`src/tempo_map_tick_to_ms_assert.svh`:
```
// assertion macros used by the tempo map top module
`ifndef TEMPO_MAP_TICK_TO_MS_ASSERT_SVH
`define TEMPO_MAP_TICK_TO_MS_ASSERT_SVH

// plain check of a property sampled on clk, off during reset
`define TMT_ASSERT(lbl, prop) \
	lbl: assert property (@(posedge clk) disable iff (!arst_n) prop) \
		else $error("tempo map assertion failed");

// check of an implication whose consequence is checked in the cycle after its condition
`define TMT_ASSERT_NEXT(lbl, cond, prop) \
	lbl: assert property (@(posedge clk) disable iff (!arst_n) (cond) |=> (prop)) \
		else $error("tempo map assertion failed");

`endif

```
`src/tmt_pkg.sv`:
```
// shared types and constants of the tempo map
package tmt_pkg;

	localparam int TableDepthDefault = 256;
	localparam int TimeW = 28;
	localparam int TempoW = 24;
	localparam int DefW = 20;
	localparam int SumW = TimeW + TempoW;
	localparam int DivW = SumW + 1;
	localparam int CountOutW = 9;
	// width of the rounded sum divided by 8 while below the saturation limit
	localparam int ShrW = 39;
	localparam int RecipW = 40;
	localparam logic [DefW-1:0] DefaultReset = 20'd1250;
	localparam logic [DivW-1:0] RoundBias = 53'd500;
	// ceil(2^46 / 125), exact quotient for any 39-bit dividend
	localparam logic [RecipW-1:0] MsRecip = 40'd562949953422;
	// 1000 * 2^32, first rounded sum whose milliseconds no longer fit 32 bits
	localparam logic [DivW-1:0] SatLimit = 53'd4294967296000;

	typedef enum logic [1:0] {
		KIND_INS = 2'd0,
		KIND_REM = 2'd1,
		KIND_QRY = 2'd2,
		KIND_NOP = 2'd3
	} kind_t;

	typedef enum logic [1:0] {
		STAT_OK   = 2'd0,
		STAT_FULL = 2'd1,
		STAT_SAT  = 2'd2,
		STAT_RSV  = 2'd3
	} status_t;

	typedef enum logic [1:0] {
		OP_HOLD = 2'd0,
		OP_INS  = 2'd1,
		OP_SHL  = 2'd2,
		OP_ROT  = 2'd3
	} cell_op_t;

	typedef struct packed {
		cell_op_t          op;
		logic [TimeW-1:0]  key;
		logic [TempoW-1:0] tempo;
	} cell_ctl_t;

endpackage

```
`src/tmt_cell.sv`:
```
// one table entry cell of the sorted tempo chain
module tmt_cell (
	input  logic                      clk,
	input  tmt_pkg::cell_ctl_t        ctl,
	input  logic                      valid,
	input  logic                      at_end,
	input  logic                      prev_gt,
	input  logic [tmt_pkg::TimeW-1:0] prev_time,
	input  logic [tmt_pkg::TempoW-1:0] prev_tempo,
	input  logic [tmt_pkg::TimeW-1:0] next_time,
	input  logic [tmt_pkg::TempoW-1:0] next_tempo,
	output logic [tmt_pkg::TimeW-1:0] time_q,
	output logic [tmt_pkg::TempoW-1:0] tempo_q,
	output logic                      gt,
	output logic                      ge
);
	import tmt_pkg::*;

	assign gt = valid && (time_q > ctl.key);
	assign ge = valid && (time_q >= ctl.key);

	always_ff @(posedge clk) begin
		case (ctl.op)
			OP_INS: begin
				if (prev_gt) begin
					time_q  <= prev_time;
					tempo_q <= prev_tempo;
				end else if (gt || at_end) begin
					time_q  <= ctl.key;
					tempo_q <= ctl.tempo;
				end
			end
			OP_SHL: begin
				if (ge) begin
					time_q  <= next_time;
					tempo_q <= next_tempo;
				end
			end
			OP_ROT: begin
				time_q  <= next_time;
				tempo_q <= next_tempo;
			end
			default: begin
			end
		endcase
	end
endmodule

```
`config.mk`:
```
export PLATFORM = sky130hd
export DESIGN_NAME = tmt_cell
export DESIGN_NICKNAME = d
export VERILOG_FILES = /design/src/tempo_map_tick_to_ms_assert.svh /design/src/tmt_pkg.sv /design/src/tmt_cell.sv
export SDC_FILE = /design/constraint.sdc
export NUM_CORES = 1
export LEC_CHECK = 0
export BUFFER_PORTS_ARGS = -buffer_cell sky130_fd_sc_hd__buf_2
export CORE_ASPECT_RATIO = 1.4
export CORE_MARGIN = 10
export CORE_UTILIZATION = 40
export DETAILED_ROUTE_END_ITERATION = 7
export PLACE_DENSITY = 0.75
export SLEW_MARGIN = 5
export SYNTH_ARGS = -nofsm -noshare
export SYNTH_HDL_FRONTEND = slang
export SYNTH_SLANG_ARGS = --single-unit
```
`constraint.sdc`:
```
create_clock -name clk -period 8.55 [get_ports clk]
set_clock_uncertainty 0.1 [all_clocks]
set_input_delay 1.71 -clock clk [delete_from_list [all_inputs] [get_ports clk]]
set_output_delay 1.71 -clock clk [all_outputs]
set_load 0.005 [all_outputs]
```
==> results of run 1 <==
[registers in the layout, indices dropped and copies added (netlist names)]
register / flops
time_q: 28
tempo_q: 24
[synth_stat cells, types with 2 or more instances]
cell      number
a21oi_1       15
buf_2          7
nor3_1         2
ha_1          28
mux2i_1       52
nor2_1         2
o21ai_0       56
nand3_1        2
edfxtp_1      52
inv_1         28
clkbuf_1      11
a21o_1         2
nand4_1        5
nand2_1       60
nand4_2        2
[area by class of cell]
class	count	area share, %
Multi-Input combinational cell	238	35.2
Sequential cell	52	33.1
Timing Repair Buffer	218	23.3
Tap cell	102	2.71
Clock buffer	5	2.65
Inverter	28	2.23
Clock inverter	3	0.796
[per-layer routing]
metal | vias up | track usage, %
met5 | - | 0
met4 | 0 | 5.66
met3 | 18 | 6.91
met2 | 145 | 30.5
met1 | 1421 | 16.4
li1 | 1623 | -
[worst min-delay path, stage by stage, from the launching register on]
cell,delay (ns)
edfxtp_1,0.35
ha_1,0.23
nand4_1,0.11
nand2b_1,0.06
o311ai_1,0.08
and3_4,0.22
o21ai_4,0.06
buf_4,0.33
[where the power goes]
group	switching, mW	leakage (nW)	internal (mW)
clock	0.0862	0.0789	0.136
combinational	0.0908	1.83	0.0842
sequential	0.0105	0.518	0.316
total	0.188	2.43	0.537
[kinds of logic (layout without fill, tap and decap cells)]
group,Yosys count,count (layout)
muxes,52,52
adders and majority gates,28,28
DFF,52,52
AOI/OAI and AO/OA,78,78
buffers and inverters,46,254
and+or+nand+nor,80,80
[stage by stage]
step | utilization [%] | hold WS, ns | worst slack [ns]
final | 57.5 | 1.60 | 3.35
after global routing | 57.5 | 1.60 | 3.23
after CTS | 57.5 | 1.59 | 3.30
after detailed placement | 55.6 | 1.60 | 3.31
after global placement | 55.6 | 1.58 | 3.37
after floorplan | - | 1.80 | 2.87
[worst max path at each step]
stage / start / to / slack [ns] / cells after the start
final: ctl[51] / gt / 3.35 / 9
after CTS: ctl[51] / gt / 3.30 / 9
after detailed placement: ctl[51] / gt / 3.31 / 9
after global placement: ctl[25] / gt / 3.37 / 10
after floorplan: ctl[49] / tempo_q[0]$_DFFE_PP_ / 2.87 / 7
after global routing: ctl[51] / ge / 3.23 / 9
==> metrics.csv, run 1 <==
metric;value;unit
syn_area;3390;um^2
cap_violations;0;
grt-ovfl-total;0;
vdd_drop_max;0.108;mV
cts_sinks;52;
finalPower;0.724;mW
stdcell_area;4720;um^2
dieWidth;97.8;um
hold_viol;0;
synthMuxAreaShare;15.3;%
path_clk_slew;0.07;ns
slew_headroom;53.7;%
r2r-start;time_q[27]$_DFFE_PP_;
highest_layer;met4;
critPathMaxStageDelay;0.33;ns
hold_end;time_q[16]$_DFFE_PP_;
finalCritPeriodShare;60.8;%
portBuffers;215;
synth_nets;526;
die_area;12600;um^2
critPathBufInv;3;
grt_pass1_wl;17300;um
cts_hold_buf;0;
min_path_cells;7;
syn_area_per_cell;10.1;um^2
status;finished, final reports clean;
reg2reg_to;tempo_q[0]$_DFFE_PP_;
path_class;input pin to output pin;
ff_latch_area;1560;um^2
hold_class;register to register;
synth_cell_types;27;
core;8200;um^2
critPathArrivalTime;3.39;ns
cp_slowest_cell;ha_1;
cts_buffers;5;
path_max_fanout;5;
p_per_area;154;nW/um^2
htreeDepth;2;
ant_nets;0;
dp.cells;638;
async_reset_ff_share;0;%
hpwl;9020;um
routed-wl-met3;1110;um
yosys.area_share.xor_xnor;0;%
wl_met2;5660;um
synth_top_family_by_area;multiplexers;
fin_nets;733;
setup_viol;0;
vias;3207;
maxSlewViolCount;0;
drt_iter0_drc;86;
synth_seq_area_share;46.0;%
synth_edf_count;52;
gr-usage-all-layers;16.6;%
postCtsSetupBuffers;0;
antenna_found_initial;0;
fmax;192;MHz
drt_wl_total;10900;um
finalWorstPathRequiredPeriod;5.20;ns
fillCellCount;729;
reg2regPathDepth;7;
syn2layout_area_growth;39.0;%
diodes;0;
grt_max_degree;62;
grt_pass1_vias;3502;
drt_pass1_iterations;4;
routedWlPerCell;16.8;um
clk_latency;0.29;ns
start_kind;input pin;
synth_top_area_share;46.0;%
critPathCaptureType;output pin;
synthAdderAreaFrac;10.3;%
path_cells;buf_2, inv_1, ha_1, nand4_2, nor4_2, o311ai_1, and3_4, and3b_1, buf_2;
tns;0;ns
drc_errors;0;
tritoncts;yes;
yosys_warnings;0;
ios;216;
cts_resized;0;
multi_input_area;1660;um^2
grt_setup_unrepaired;no;
layout-drive-gt1-share;42.3;%
synth_compound_gate_area_share;12.2;%
syn-instance-count;336;
synth_simple_gate_area_share;10.8;%
gp_congestion;0.811;
clock_path_buffers;2;
final_cell_mix;buf_2 (215), nand2_1 (60), o21ai_0 (56), mux2i_1 (52), edfxtp_1 (52);
hold_start;time_q[8]$_DFFE_PP_;
start_util;41.4;%
wirelength_met1;3860;um
yosys.area.top_type;edfxtp_1;
viasPerCell;4.96;
fp.dieH;129;um
synthFlopType;edfxtp_1;
tightest_slew;0.694;ns
post_dp_cell_area;4550;um^2
fp-row-count;39;
ff2ff_setup_slack;5.70;ns
cpMostUsedCell;buf_2;
required;6.74;ns
critical_path.top_delay_family;simple AND/OR/NAND/NOR gates;
cts-root-buf;clkbuf_16;
synth_area_leaders;edfxtp_1 (46%), mux2i_1 (15%), ha_1 (10%);
final_common_cell;buf_2;
power.static_leakage;2.43;nW
ys_seq_elements;52;
final_cells;646;
Power figures use the tool's default switching activity.
==> run 2, diff against run 1 <==
--- a/config.mk
+++ b/config.mk
@@ -5,12 +5,13 @@
 export SDC_FILE = /design/constraint.sdc
 export NUM_CORES = 1
 export LEC_CHECK = 0
+export ABC_AREA = 1
 export BUFFER_PORTS_ARGS = -buffer_cell sky130_fd_sc_hd__buf_2
 export CORE_ASPECT_RATIO = 1.4
 export CORE_MARGIN = 10
 export CORE_UTILIZATION = 40
 export DETAILED_ROUTE_END_ITERATION = 7
-export PLACE_DENSITY = 0.75
+export PLACE_DENSITY = 0.74
 export SLEW_MARGIN = 5
 export SYNTH_ARGS = -nofsm -noshare
 export SYNTH_HDL_FRONTEND = slang
==> constraint.sdc (replaced) <==
create_clock -name clk -period 5.1 [get_ports clk]
set_clock_uncertainty 0.1 [all_clocks]
set_input_delay 1.02 -clock clk [delete_from_list [all_inputs] [get_ports clk]]
set_output_delay 1.02 -clock clk [all_outputs]
set_load 0.005 [all_outputs]
==> metrics.csv, run 2 <==
metric;value;unit;change
final_cell_mix;buf_2 (215), nand2_1 (89), a21oi_1 (59), edfxtp_1 (52), inv_1 (41);;
viasPerCell;4.97;;+0.12%
die_area;13000;um^2;+2.7%
cts-root-buf;clkbuf_16;;
reg2regPathDepth;12;;+5
setup_viol;0;;unchanged
slew_headroom;47.9;%;-5.9 points
cap_violations;0;;unchanged
r2r-start;time_q[19]$_DFFE_PP_;;
power.static_leakage;2.40;nW;-1.1%
postCtsSetupBuffers;0;;unchanged
fillCellCount;813;;+12%
tritoncts;yes;;
hold_class;input pin to register;;
synth_top_area_share;44.5;%;-1.5 points
vdd_drop_max;0.155;mV;+44%
cts_buffers;5;;unchanged
ant_nets;0;;unchanged
grt.met2_usage;31.4;%;+0.87 points
place_ws;1.60;ns;-1.70 ns
fp.dieH;131;um;+1.4%
clock_path_buffers;2;;unchanged
grt-ovfl-total;0;;unchanged
required;3.98;ns;-2.76 ns
hold_viol;0;;unchanged
worst_slack;1.64;ns;-1.70 ns
critPathCaptureType;output pin;;
fin_nets;797;;+8.7%
status;finished, final reports clean;;
cts_sinks;52;;unchanged
holdWs;0.904;ns;-0.692 ns
grt_max_degree;79;;+27%
routedWlPerCell;16.4;um;-2.8%
cp_slowest_cell;ha_1;;
tns;0;ns;unchanged
start_util;41.0;%;-0.43 points
drt_pass1_iterations;5;;+1
p_per_area;249;nW/um^2;+62%
portBuffers;215;;unchanged
critPathBufInv;3;;unchanged
dieWidth;99.1;um;+1.3%
layout-drive-gt1-share;39.5;%;-2.8 points
grt_use_met1;18.4;%;+2.0 points
synth_edf_count;52;;unchanged
top_register;time_q;;
synth_area_leaders;edfxtp_1 (45%), ha_1 (10%), nand2_1 (9.5%);;
cpMostUsedCell;nand2_1;;
syn2layout_area_growth;36.4;%;
antenna_found_initial;0;;unchanged
synthFlopType;edfxtp_1;;
syn-instance-count;404;;+20%
syn_area_per_cell;8.68;um^2;-14%
gr-usage-all-layers;17.3;%;+0.75 points
critPathMaxStageDelay;0.28;ns;-0.05 ns
yosys.area.top_type;edfxtp_1;;
ys_seq_elements;52;;unchanged
ff2ff_setup_slack;2.38;ns;-3.32 ns
path_max_fanout;3;;-2
cts_hold_buf;0;;unchanged
cp.depth;12;;+3
grt_pass1_vias;3869;;+10%
crit_path_end;ge;;
final_common_cell;buf_2;;
async_reset_ff_share;0;%;unchanged
synth_nets;594;;+13%
tightest_slew;0.777;ns;+0.0832 ns
largest_reg_flops;28;;unchanged
finalWorstPathRequiredPeriod;3.46;ns;
finalCritPeriodShare;67.8;%;
hpwl;9530;um;+5.7%
maxSlewViolCount;0;;unchanged
crit_start;ctl[51];;
fmax;289;MHz;
drc_errors;0;;unchanged
drt_iter0_drc;135;;+57%
multi_input_area;1680;um^2;+0.98%
reg.largest.list;time_q (28), tempo_q (24);;
synth_cell_types;24;;-11%
core;8560;um^2;+4.4%
yosysMostFrequentCell;nand2_1;;
clk_latency;0.29;ns;about the same
reg2reg_to;time_q[11]$_DFFE_PP_;;
synth_common_cells;nand2_1 (89), a21oi_1 (59), edfxtp_1 (52), inv_1 (41), nor2_1 (33);;
syn_area;3510;um^2;+3.3%
synth_seq_area_share;44.5;%;-1.5 points
critical_path.top_delay_family;simple AND/OR/NAND/NOR gates;;
critPathArrivalTime;2.34;ns;-1.05 ns
path_clk_slew;0.07;ns;about the same
ff_latch_area;1560;um^2;unchanged
use_met3;6.25;%;-0.66 points
ios;216;;unchanged
grt_setup_unrepaired;no;;
start_kind;input pin;;
vias;3544;;+11%
htreeDepth;2;;unchanged
fp-row-count;40;;+2.6%
path_cells;buf_2, inv_1, ha_1, nand2_1, nor2_2, nand2_2, nor3_4, nand2_1, nand2_2, nand2_1, nand2_1, buf_2;;
diodes;0;;unchanged
gp_congestion;0.848;;+4.7%
drt_wl_total;11700;um;+7.2%
yosys_warnings;0;;unchanged
cts_resized;0;;unchanged
grt_pass1_wl;18400;um;+6.7%
path_class;input pin to output pin;;
gr-max-usage-layer;met2;;
[run 2: cell count changes in the layout (fill, tap and decap cells not counted), moves of 3 or more]
| cell | before | now |
|---|---|---|
| nand4_1 | 5 | 2 |
| o211ai_1 | 0 | 26 |
| inv_1 | 28 | 41 |
| nand2_1 | 60 | 89 |
| o21ai_0 | 56 | 0 |
| nor2_1 | 2 | 33 |
| o21a_1 | 0 | 26 |
| nand2_2 | 0 | 6 |
| a21oi_1 | 15 | 59 |
| mux2i_1 | 52 | 0 |
[run 2: cells by family (layout without fill, tap and decap cells)]
family / after synthesis / after routing / synth area share, %
buffers and inverters: 66 / 270 / 7.74
adder cells (fa/ha/maj): 28 / 28 / 9.99
flip-flops: 52 / 52 / 44.5
AO/OA/AOI/OAI: 115 / 115 / 20.4
AND/OR/NAND/NOR: 143 / 143 / 17.3
[run 2: worst min path at each step]
stage                         startpoint                     to  cells past startpoint
detailed placement          next_time[1]    time_q[1]$_DFFE_PP_                      2
global placement    time_q[12]$_DFFE_PP_  tempo_q[15]$_DFFE_PP_                      7
CTS                         next_time[1]    time_q[1]$_DFFE_PP_                      2
finish                     next_time[18]   time_q[18]$_DFFE_PP_                      2
floorplan                  next_time[10]   time_q[10]$_DFFE_PP_                      1
global route               next_time[18]   time_q[18]$_DFFE_PP_                      2
[run 2: per-stage QoR]
step	power [mW]	utilization [%]	instance area, um^2	instances
floorplan	0.724	-	3510	404
global placement	0.871	54.3	4650	705
detailed placement	0.883	54.3	4650	705
CTS	1.21	55.9	4780	713
global route	1.27	55.9	4780	713
finish	1.19	55.9	4780	713
[run 2: per-layer routing]
layer	wire (um)	up-vias
met5	0	-
met4	188	0
met3	1030	17
met2	6140	162
met1	4300	1576
li1	-	1789
[run 2: power breakdown]
part	internal, mW	switching (mW)	total (mW)	leakage, nW
registers	0.530	0.0177	0.548	0.507
clock network	0.181	0.144	0.325	0.0655
logic	0.147	0.173	0.320	1.83
[run 2: cell type report]
cell class / count / area share [%]
multi-input cells: 286 / 35.1
flip-flops and latches: 52 / 32.6
repair buffers: 218 / 23.2
inverters: 44 / 3.45
clock buffers: 7 / 2.77
well taps: 105 / 2.75
clock inverters: 1 / 0.0785
[run 2: worst reg2reg max path, stage by stage (launching register included)]
cell	delay, ns
edfxtp_1	0.41
ha_1	0.32
nand2_2	0.08
nor2_4	0.11
nand2_2	0.07
nor3_4	0.19
nand2_1	0.09
nand2_2	0.08
nand3_2	0.07
nand2_1	0.06
inv_1	0.06
nor2_4	0.44
buf_12	0.30
==> run 3, diff against run 2 <==
--- a/config.mk
+++ b/config.mk
@@ -11,7 +11,7 @@
 export CORE_MARGIN = 10
 export CORE_UTILIZATION = 40
 export DETAILED_ROUTE_END_ITERATION = 7
-export PLACE_DENSITY = 0.74
+export PLACE_DENSITY = 0.77
 export SLEW_MARGIN = 5
 export SYNTH_ARGS = -nofsm -noshare
 export SYNTH_HDL_FRONTEND = slang
==> constraint.sdc (replaced) <==
create_clock -name clk -period 2.9 [get_ports clk]
set_clock_uncertainty 0.1 [all_clocks]
set_input_delay 0.58 -clock clk [delete_from_list [all_inputs] [get_ports clk]]
set_output_delay 0.58 -clock clk [all_outputs]
set_load 0.005 [all_outputs]
==> metrics.csv, run 3 (same netlist as run 2, synthesis figures left out) <==
metric;value;unit;change
critPathBufInv;1;;-2
path_clk_slew;0.07;ns;about the same
fp.dieH;131;um;unchanged
fmax;383;MHz;
path_class;register to output pin;;
vdd_drop_max;0.357;mV;+130%
gp_congestion;0.836;;-1.5%
drt_pass1_iterations;6;;+1
viasPerCell;5.01;;+0.73%
p_per_area;465;nW/um^2;+87%
hpwl;9590;um;+0.68%
drc_errors;0;;unchanged
fp-row-count;40;;unchanged
cts_hold_buf;0;;unchanged
tightest_slew;0.775;ns;-0.00239 ns
start_kind;register;;
antenna_found_initial;0;;unchanged
layout-drive-gt1-share;42.6;%;+3.1 points
maxSlewViolCount;0;;unchanged
critPathArrivalTime;1.93;ns;-0.41 ns
final_common_cell;buf_2;;
grt_setup_unrepaired;no;;
portBuffers;215;;unchanged
path_max_fanout;3;;unchanged
die_area;13000;um^2;unchanged
cp_slowest_cell;edfxtp_1;;
grt-ovfl-total;0;;unchanged
slew_headroom;48.0;%;+0.16 points
cts_sinks;52;;unchanged
final_util;57.7;%;+1.9 points
ant_nets;0;;unchanged
tritoncts;yes;;
finalCritPeriodShare;89.9;%;
cap_violations;0;;unchanged
grt_max_degree;52;;-34%
setup_viol;0;;unchanged
clk_latency;0.29;ns;about the same
cts-root-buf;clkbuf_16;;
hold_viol;0;;unchanged
top_register;time_q;;
fin_nets;800;;+0.38%
critical_path.top_delay_family;simple AND/OR/NAND/NOR gates;;
postCtsSetupBuffers;0;;unchanged
ios;216;;unchanged
largest_reg_flops;28;;unchanged
htreeDepth;2;;unchanged
final_cell_mix;buf_2 (215), nand2_1 (86), a21oi_1 (59), edfxtp_1 (52), inv_1 (35);;
crit_start;time_q[24]$_DFFE_PP_;;
critPathMaxStageDelay;0.44;ns;+0.16 ns
dieWidth;99.1;um;unchanged
finalWorstPathRequiredPeriod;2.61;ns;
grt_pass1_wl;18300;um;-0.41%
path_cells;ha_4, nand2_2, nor2_2, nand2_2, nor3_4, nand2_1, nand2_2, nand2_2, nand2_1, buf_2;;
core;8560;um^2;unchanged
ff2ff_setup_slack;0.52;ns;-1.86 ns
tns;0;ns;unchanged
r2r-start;time_q[24]$_DFFE_PP_;;
reg.largest.list;time_q (28), tempo_q (24);;
required;2.22;ns;-1.76 ns
drt_wl_total;11800;um;+1.2%
cts_buffers;5;;unchanged
hold_class;input pin to register;;
routedWlPerCell;16.5;um;+0.96%
drt_iter0_drc;121;;-10%
vias;3580;;+1.0%
hold_start;next_time[1];;
critPathCaptureType;output pin;;
diodes;0;;unchanged
syn2layout_area_growth;41.0;%;
clock_path_buffers;2;;unchanged
grt_pass1_vias;3952;;+2.1%
gr-usage-all-layers;17.3;%;-0.094 points
start_util;41.0;%;unchanged
cts_resized;0;;unchanged
power.static_leakage;2.44;nW;+1.4%
cpMostUsedCell;nand2_2;;
status;finished, final reports clean;;
## run 3: final timing paths
check                                              to  cells after the start
worst max-delay path                               ge                     10
worst min register to register  tempo_q[22]$_DFFE_PP_                      8
worst min-delay path              time_q[1]$_DFFE_PP_                      2
worst max register to register   tempo_q[2]$_DFFE_PP_                     12
## run 3: cell type report
| class | count | area [um^2] |
|---|---|---|
| clock buffers | 5 | 125 |
| multi-input cells | 286 | 1760 |
| fillers | 794 | 3620 |
| repair buffers | 221 | 1130 |
| well taps | 105 | 131 |
| flip-flops and latches | 52 | 1560 |
| inverters | 44 | 170 |
| clock inverters | 2 | 60.1 |
## run 3: report_power, final
group	total [mW]	switching (mW)	leakage [nW]	internal [mW]
clock network	0.748	0.258	0.0899	0.490
logic	0.584	0.311	1.84	0.273
registers	0.967	0.0348	0.507	0.933
## run 3: routing by layer
layer | wire length [um] | track usage [%] | up-vias
met4 | 184 | 5.41 | 0
li1 | - | - | 1801
met1 | 4320 | 17.6 | 1599
met3 | 1180 | 6.73 | 14
met5 | 0 | 0 | -
met2 | 6120 | 31.5 | 166
## run 3: worst register-to-register path: cells and delay by family, from the launching register on
family | cells | cell delay (ns)
adders and majority gates | 1 | 0.29
DFF | 1 | 0.44
buffers and inverters | 1 | 0.26
and+or+nand+nor | 10 | 0.97
## run 3: metrics by stage
| stage | setup slack [ns] | std cells | area [um^2] | power (mW) | hold slack, ns |
|---|---|---|---|---|---|
| after floorplan | 0.000572 | 404 | 3600 | 1.29 | 0.666 |
| after global placement | 0.302 | 708 | 4760 | 1.55 | 0.755 |
| after detailed placement | 0.228 | 708 | 4760 | 1.57 | 0.761 |
| after CTS | 0.274 | 715 | 4940 | 2.32 | 0.458 |
| after global routing | 0.118 | 715 | 4940 | 2.44 | 0.457 |
| final | 0.292 | 715 | 4940 | 2.30 | 0.459 |
